[config.mk]
export PLATFORM = sky130hd
export DESIGN_NAME = planar_odometry_integrator_unit
export DESIGN_NICKNAME = d
export VERILOG_FILES = /design/src/rtl/core/poi_pkg.sv /design/src/rtl/core/planar_odometry_integrator_unit.sv
export SDC_FILE = /design/constraint.sdc
export NUM_CORES = 2
export LEC_CHECK = 0
export BUFFER_PORTS_ARGS = -buffer_cell sky130_fd_sc_hd__clkbuf_2
export CAP_MARGIN = 30
export CORE_AREA = 2 2 508 258
export DETAILED_ROUTE_END_ITERATION = 8
export DIE_AREA = 0 0 510 260
export HOLD_SLACK_MARGIN = 0.02
export PLACE_DENSITY_LB_ADDON = 0.05
export SETUP_SLACK_MARGIN = 0.05
export SYNTH_ARGS = -nofsm -noshare
export SYNTH_HDL_FRONTEND = slang
export SYNTH_SLANG_ARGS = --single-unit
[constraint.sdc]
create_clock -name clk -period 24.4 [get_ports clk]
set_input_delay 1.22 -clock clk [delete_from_list [all_inputs] [get_ports clk]]
set_output_delay 1.22 -clock clk [all_outputs]
set_load 0.05 [all_outputs]
[src/rtl/core/poi_pkg.sv]
`default_nettype none
package poi_pkg;

  localparam int ANGLE_WIDTH    = 16;
  localparam int POSITION_WIDTH = 48;
  localparam int CORDIC_STEPS   = 16;

  // turn scale is 8/(pi*1e6) in units of 2^-40, gain inverse is 0.60725293 in Q30
  localparam int TURN_SCALE   = 2799883;
  localparam int GAIN_INV_Q30 = 652032874;
  localparam int COEF_WIDTH   = 30;

  typedef struct packed {
    logic signed [15:0] linear_speed;
    logic signed [15:0] turn_rate;
    logic        [15:0] time_step;
  } in_item_t;

  typedef struct packed {
    logic signed [POSITION_WIDTH-1:0] pose_x;
    logic signed [POSITION_WIDTH-1:0] pose_y;
    logic signed [ANGLE_WIDTH-1:0]    heading;
  } out_item_t;

  // arctangent of 2^-i, 2^32 per full turn
  function automatic logic [31:0] atan_angle(input logic [4:0] idx);
    logic [31:0] a;
    unique case (idx)
      5'd0:  a = 32'd536870912;
      5'd1:  a = 32'd316933406;
      5'd2:  a = 32'd167458907;
      5'd3:  a = 32'd85004756;
      5'd4:  a = 32'd42667331;
      5'd5:  a = 32'd21354465;
      5'd6:  a = 32'd10679838;
      5'd7:  a = 32'd5340245;
      5'd8:  a = 32'd2670163;
      5'd9:  a = 32'd1335087;
      5'd10: a = 32'd667544;
      5'd11: a = 32'd333772;
      5'd12: a = 32'd166886;
      5'd13: a = 32'd83443;
      5'd14: a = 32'd41722;
      5'd15: a = 32'd20861;
      5'd16: a = 32'd10430;
      5'd17: a = 32'd5215;
      5'd18: a = 32'd2608;
      5'd19: a = 32'd1304;
      5'd20: a = 32'd652;
      5'd21: a = 32'd326;
      5'd22: a = 32'd163;
      5'd23: a = 32'd81;
      default: a = 32'd0;
    endcase
    return a;
  endfunction

endpackage
`default_nettype wire

[src/rtl/core/planar_odometry_integrator_unit.sv]
`default_nettype none
// Steps from an accepted transaction to out_valid: bit-serial speed/turn times
// time_step, bit-serial scaling by the turn and gain coefficients, a heading
// step, the CORDIC micro-rotations, and a round and saturate step. One
// transaction at a time: in_stall stays high until the result is registered
// at the output, which waits while an earlier result is still stalled there.
// Synchronous reset clears position, heading and all handshake state.
module planar_odometry_integrator_unit (
  input  wire logic              clk,
  input  wire logic              rst,
  input  wire logic              in_valid,
  output      logic              in_stall,
  input  wire poi_pkg::in_item_t in_item,
  output      logic              out_valid,
  input  wire logic              out_stall,
  output      poi_pkg::out_item_t out_item
);
  import poi_pkg::*;

  localparam int AW     = ANGLE_WIDTH;
  localparam int PW     = POSITION_WIDTH;
  localparam int PROD_W = 32;
  localparam int ACC_W  = PROD_W + COEF_WIDTH;
  localparam int SH     = 56 - AW;
  localparam int IDX_W  = $clog2(CORDIC_STEPS);
  localparam int SUM_W  = ((PW > 34) ? PW : 34) + 1;
  localparam logic signed [SUM_W-1:0] SUM_MAX = SUM_W'((65'sd1 <<< (PW - 1)) - 65'sd1);
  localparam logic signed [SUM_W-1:0] SUM_MIN = -SUM_MAX - SUM_W'(1);
  localparam logic signed [63:0] ROUND_HALF = 64'sd1 <<< 29;

  typedef enum logic [5:0] {
    IDLE = 6'b000001,
    MUL1 = 6'b000010,
    MUL2 = 6'b000100,
    HEAD = 6'b001000,
    ROT  = 6'b010000,
    FIN  = 6'b100000
  } state_t;

  state_t state;
  logic [4:0] cnt;
  logic sign_w, sign_v;
  logic [15:0] dt_sr;
  logic [PROD_W-1:0] mw, mv, pw, pv;
  logic [COEF_WIDTH-1:0] kt, kg;
  logic [ACC_W-1:0] mtw, mtv, at, ad;
  logic [AW-1:0] heading_angle;
  logic signed [63:0] rx, ry;
  logic signed [31:0] rz;
  logic signed [PW-1:0] position_x, position_y;

  logic [PROD_W-1:0] pw_sum, pv_sum;
  logic [ACC_W-1:0] q;
  logic [AW-1:0] dang, hnew;
  logic fold;
  logic [31:0] theta;
  logic signed [63:0] x_start;
  logic [IDX_W-1:0] idx;
  logic signed [63:0] xs, ys;
  logic signed [31:0] atan_v;
  logic signed [63:0] rnd_x, rnd_y;
  logic signed [SUM_W-1:0] sum_x, sum_y, sat_x, sat_y;
  logic [16:0] mag_w, mag_v;

  assign in_stall = (state != IDLE);

  always_comb begin
    // magnitudes of the signed inputs
    mag_w = in_item.turn_rate[15] ? 17'(-$signed({1'b1, in_item.turn_rate}))
                                  : 17'(in_item.turn_rate);
    mag_v = in_item.linear_speed[15] ? 17'(-$signed({1'b1, in_item.linear_speed}))
                                     : 17'(in_item.linear_speed);
    pw_sum = pw + (dt_sr[0] ? mw : '0);
    pv_sum = pv + (dt_sr[0] ? mv : '0);
    // round turn to the angle lsb, half away from zero
    q     = (at + (ACC_W'(1) << (SH - 1))) >> SH;
    dang  = sign_w ? AW'(-q) : AW'(q);
    hnew  = heading_angle + dang;
    theta = {hnew, {(32 - AW){1'b0}}};
    fold  = hnew[AW-1] ^ hnew[AW-2];
    x_start = (sign_v ^ fold) ? -$signed(64'(ad)) : $signed(64'(ad));
    // one micro-rotation
    idx    = cnt[IDX_W-1:0];
    xs     = rx >>> idx;
    ys     = ry >>> idx;
    atan_v = $signed(atan_angle(5'(idx)));
    // round to nm and saturate
    rnd_x = (rx + ROUND_HALF) >>> 30;
    rnd_y = (ry + ROUND_HALF) >>> 30;
    sum_x = SUM_W'(position_x) + SUM_W'(rnd_x);
    sum_y = SUM_W'(position_y) + SUM_W'(rnd_y);
    priority if (sum_x > SUM_MAX) sat_x = SUM_MAX;
    else if (sum_x < SUM_MIN) sat_x = SUM_MIN;
    else sat_x = sum_x;
    priority if (sum_y > SUM_MAX) sat_y = SUM_MAX;
    else if (sum_y < SUM_MIN) sat_y = SUM_MIN;
    else sat_y = sum_y;
  end

  always_ff @(posedge clk) begin
    if (rst) begin
      state         <= IDLE;
      cnt           <= '0;
      out_valid     <= 1'b0;
      heading_angle <= '0;
      position_x    <= '0;
      position_y    <= '0;
    end else begin
      // raise valid on a new result, drop it once taken
      if (state == FIN && (!out_valid || !out_stall)) out_valid <= 1'b1;
      else if (out_valid && !out_stall) out_valid <= 1'b0;
      unique case (state)
        IDLE: begin
          if (in_valid) begin
            sign_w <= in_item.turn_rate[15];
            sign_v <= in_item.linear_speed[15];
            mw     <= PROD_W'(mag_w);
            mv     <= PROD_W'(mag_v);
            pw     <= '0;
            pv     <= '0;
            dt_sr  <= in_item.time_step;
            cnt    <= '0;
            state  <= MUL1;
          end
        end
        MUL1: begin
          // one bit of time_step per cycle
          pw    <= pw_sum;
          pv    <= pv_sum;
          mw    <= mw << 1;
          mv    <= mv << 1;
          dt_sr <= dt_sr >> 1;
          if (cnt == 5'd15) begin
            mtw   <= ACC_W'(pw_sum);
            mtv   <= ACC_W'(pv_sum);
            at    <= '0;
            ad    <= '0;
            kt    <= COEF_WIDTH'(TURN_SCALE);
            kg    <= COEF_WIDTH'(GAIN_INV_Q30);
            cnt   <= '0;
            state <= MUL2;
          end else begin
            cnt   <= cnt + 5'd1;
          end
        end
        MUL2: begin
          // one coefficient bit per cycle
          at  <= at + (kt[0] ? mtw : '0);
          ad  <= ad + (kg[0] ? mtv : '0);
          mtw <= mtw << 1;
          mtv <= mtv << 1;
          kt  <= kt >> 1;
          kg  <= kg >> 1;
          if (cnt == 5'(COEF_WIDTH - 1)) begin
            cnt   <= '0;
            state <= HEAD;
          end else begin
            cnt   <= cnt + 5'd1;
          end
        end
        HEAD: begin
          // turn heading, fold into the right half plane
          heading_angle <= hnew;
          rx    <= x_start;
          ry    <= '0;
          rz    <= $signed({theta[31] ^ fold, theta[30:0]});
          state <= ROT;
        end
        ROT: begin
          if (!rz[31]) begin
            rx <= rx - ys;
            ry <= ry + xs;
            rz <= rz - atan_v;
          end else begin
            rx <= rx + ys;
            ry <= ry - xs;
            rz <= rz + atan_v;
          end
          if (cnt == 5'(CORDIC_STEPS - 1)) begin
            cnt   <= '0;
            state <= FIN;
          end else begin
            cnt   <= cnt + 5'd1;
          end
        end
        FIN: begin
          // hold until the output register is free
          if (!out_valid || !out_stall) begin
            position_x       <= PW'(sat_x);
            position_y       <= PW'(sat_y);
            out_item.pose_x  <= PW'(sat_x);
            out_item.pose_y  <= PW'(sat_y);
            out_item.heading <= heading_angle;
            state            <= IDLE;
          end
        end
        default: state <= IDLE;
      endcase
    end
  end

endmodule
`default_nettype wire

==> qor.txt <==
Net Count, Synth = 8,236
Post-CTS sizing = 0
Worst EP arrival = 9.20 ns
Post-Place Cells = 9,266
Synth cell count leaders = nor2_1 (790), nand2_1 (778), edfxtp_1 (706)
Seq cells post-synth = 860
Synth Flop Type = edfxtp_1
Hold-fix buffers, CTS = 0
PwrDens = 51.9 nW/um^2
Final number of max-transition violations = 0
Status = finished clean
Max stage delay on crit path = 0.75 ns
Leakage = 29.9 nW
Post-CTS Setup Bufs = 0
Setup-failing EPs final = 0
Total grt overflow = 0
Yosys synthesis warning count = 0
HPWL after DPL = 157 mm
Worst setup EP type = register
Worst setup margin = 15.63 ns
Synth Area per Inst = 9.10 sq um
Pre-CTS WS = 15.88 ns
Crit-path slowest cell = buf_4
Top cells by area, synth = edfxtp_1 (30%), ha_1 (8.4%), a21oi_1 (4.7%), xnor2_1 (4.7%), dfxtp_1 (4.4%)
Cells after Synth = 7,703
Hold Path Class = register to register
Clock-pin slew on the worst setup and hold paths = 0.07 ns
Period utilisation layout = 35.9%
Rows = 93
Hold Vio Cnt, Final = 0
Total negative slack = 0 ns
TritonCTS Sinks = 860
Area fraction of the dominant cell type after synthesis = 30.2%
Root Buffer Master = clkbuf_16
Critical path type = register to register
Min Hold Slack = 0.447 ns
CTS tree = yes
Fin crit period = 8.77 ns
Vias in the first global route = 52,800
Vias per std cell = 6.25
Largest area contributor in the synthesized netlist = edfxtp_1
Max Cap Viol = 0
# port buffers = 165
Ys async rst share = 0%
Worst Skew = 0.0437 ns
Slew @ Worst Pin = 1.08 ns
Antenna-violating nets left = 0
Layout Nets = 8,181
Wire per inst = 22.2 um
Die Area = 133,000 sq um
EDFF count, synth = 706
Worst rel slew slack = 27.5%
Final std cells w/o fill = 9,435
Largest net degree at the start of global routing = 148
Via count = 59,000
Die Wd = 510 um
H-Tree Depth = 3
Initial antenna violation count = 5
Initial Util = 54.8%
Clock Latency Late Sink = 0.72 ns
Area Overhead vs Synth = 6.89%
Layout cell share with drive strength beyond 1 = 8.47%
Crit-path max FO = 88
Unrepaired setup endpoints after global routing = false
Netlist cell types = 111
Peak Freq = 114 MHz
Most common cell in the netlist = nor2_1
Core ar. = 128,000 sq um
DRC Markers = 0
Tot GR Track Use = 30.6%
Cts bufs inserted = 87
Post-layout util = 58.6%
First-pass GRT wire length = 319 mm
Worst Setup Start Kind = register
Routed WL = 209 mm
First-pass detailed-route iteration total = 7
Io pins = 166
Sequential area share after synthesis = 34.6%
Peak VDD IR = 0.0749 mV
Die Height = 260 um
RePlAce Congestion = 0.978
Post-synthesis cell area = 70,100 sq um
CP required = 24.83 ns
Fillers = 11,300
Initial detailed-routing violation count = 6,918
Clock buffer depth = 3
[worst max-delay path, delay by kind of cell, from the launching register on]
| family | cells | cell delay [ns] |
|---|---|---|
| multiplexers | 3 | 0.79 |
| adder cells (fa/ha/maj) | 2 | 0.54 |
| flip-flops | 1 | 0.33 |
| AND/OR/NAND/NOR | 9 | 1.70 |
| AO/OA/AOI/OAI | 10 | 3.14 |
| XOR/XNOR | 2 | 0.46 |
| buffers and inverters | 2 | 1.46 |
[worst paths after layout]
path                            cells after the start             to           from  slack, ns
worst max-delay path                               28         rx[58]         cnt[3]      15.63
worst min-delay path                                2  position_y[0]  position_y[0]       0.45
worst max register to register                     28         rx[58]         cnt[3]      15.63
worst min register to register                      2  position_y[0]  position_y[0]       0.45
[state kept, by name, summed over array words and instances, names as in the netlist, 6 cells and up]
name / flops
kg: 30
mv: 32
ry: 64
rx: 64
mw: 32
kt: 22
pw: 32
position_y: 48
ad: 62
out_item: 112
state: 6
pv: 32
rz: 32
mtv: 62
position_x: 48
heading_angle: 16
at: 56
dt_sr: 16
atan_v: 30
mtw: 56
[metal layers]
metal	up-vias	global-route usage [%]	part of all wire (%)	routed length, um
met4	0	4.11	1.1	2340
met5	-	0	0	0
met3	179	11.7	14	29100
met1	28000	52.7	52	108000
li1	28000	-	-	-
met2	2756	33.9	33	69600
[cell families (layout without fill, tap and decap cells)]
family / count (synthesis) / in the layout / synth area share [%]
flops: 860 / 860 / 34.6
mux: 324 / 324 / 7.54
simple gates: 2717 / 2717 / 18.5
buf+inv: 559 / 577 / 3.51
xor+xnor: 711 / 711 / 8.89
compound gates: 2049 / 2049 / 18.2
other cells: 0 / 4 / 0
fa+ha+maj: 483 / 483 / 8.72
[metrics by stage]
| stage | instance area, sq um | power (W) |
|---|---|---|
| detailed placement | 72000 | 0.00249 |
| global route | 74900 | 0.00406 |
| floorplan | 70100 | 0.00231 |
| CTS | 74900 | 0.00390 |
| finish | 75000 | 0.00389 |
| global placement | 71900 | 0.00248 |
[cell type report]
class	count	area [sq um]	share of cell area, %
multi-input cells	6284	43500	58.0
well taps	1710	2140	2.85
inverters	187	711	0.948
clock buffers	117	2420	3.23
diodes	4	10.0	0.0134
flip-flops and latches	860	24300	32.4
clock inverters	45	478	0.638
repair buffers	228	1400	1.87
[power by group]
| group | internal, W | switching (W) | total (W) |
|---|---|---|---|
| clock | 0.000778 | 0.000631 | 0.00141 |
| sequential | 0.00164 | 0.0000186 | 0.00166 |
| combinational | 0.000321 | 0.000500 | 0.000821 |
[layout by cell type, fill, tap and decap left out, types with 82 or more instances in the layout]
master / netlist / routed
a21oi_1: 657 / 652
nor3_1: 122 / 122
nor2b_1: 82 / 82
nor2_1: 790 / 788
o21ai_0: 479 / 479
nand3_1: 138 / 138
and3_1: 84 / 84
clkbuf_16: 0 / 89
a31oi_1: 86 / 85
a21o_1: 269 / 269
and2_1: 353 / 353
nand2_1: 778 / 778
clkbuf_2: 1 / 164
dfxtp_1: 154 / 150
mux4_2: 136 / 136
xnor2_1: 375 / 374
ha_1: 471 / 471
mux2i_1: 104 / 102
edfxtp_1: 706 / 706
xor2_1: 335 / 335
nand2b_1: 109 / 109
inv_1: 182 / 181
No activity file was read; power rests on OpenSTA's default activity.
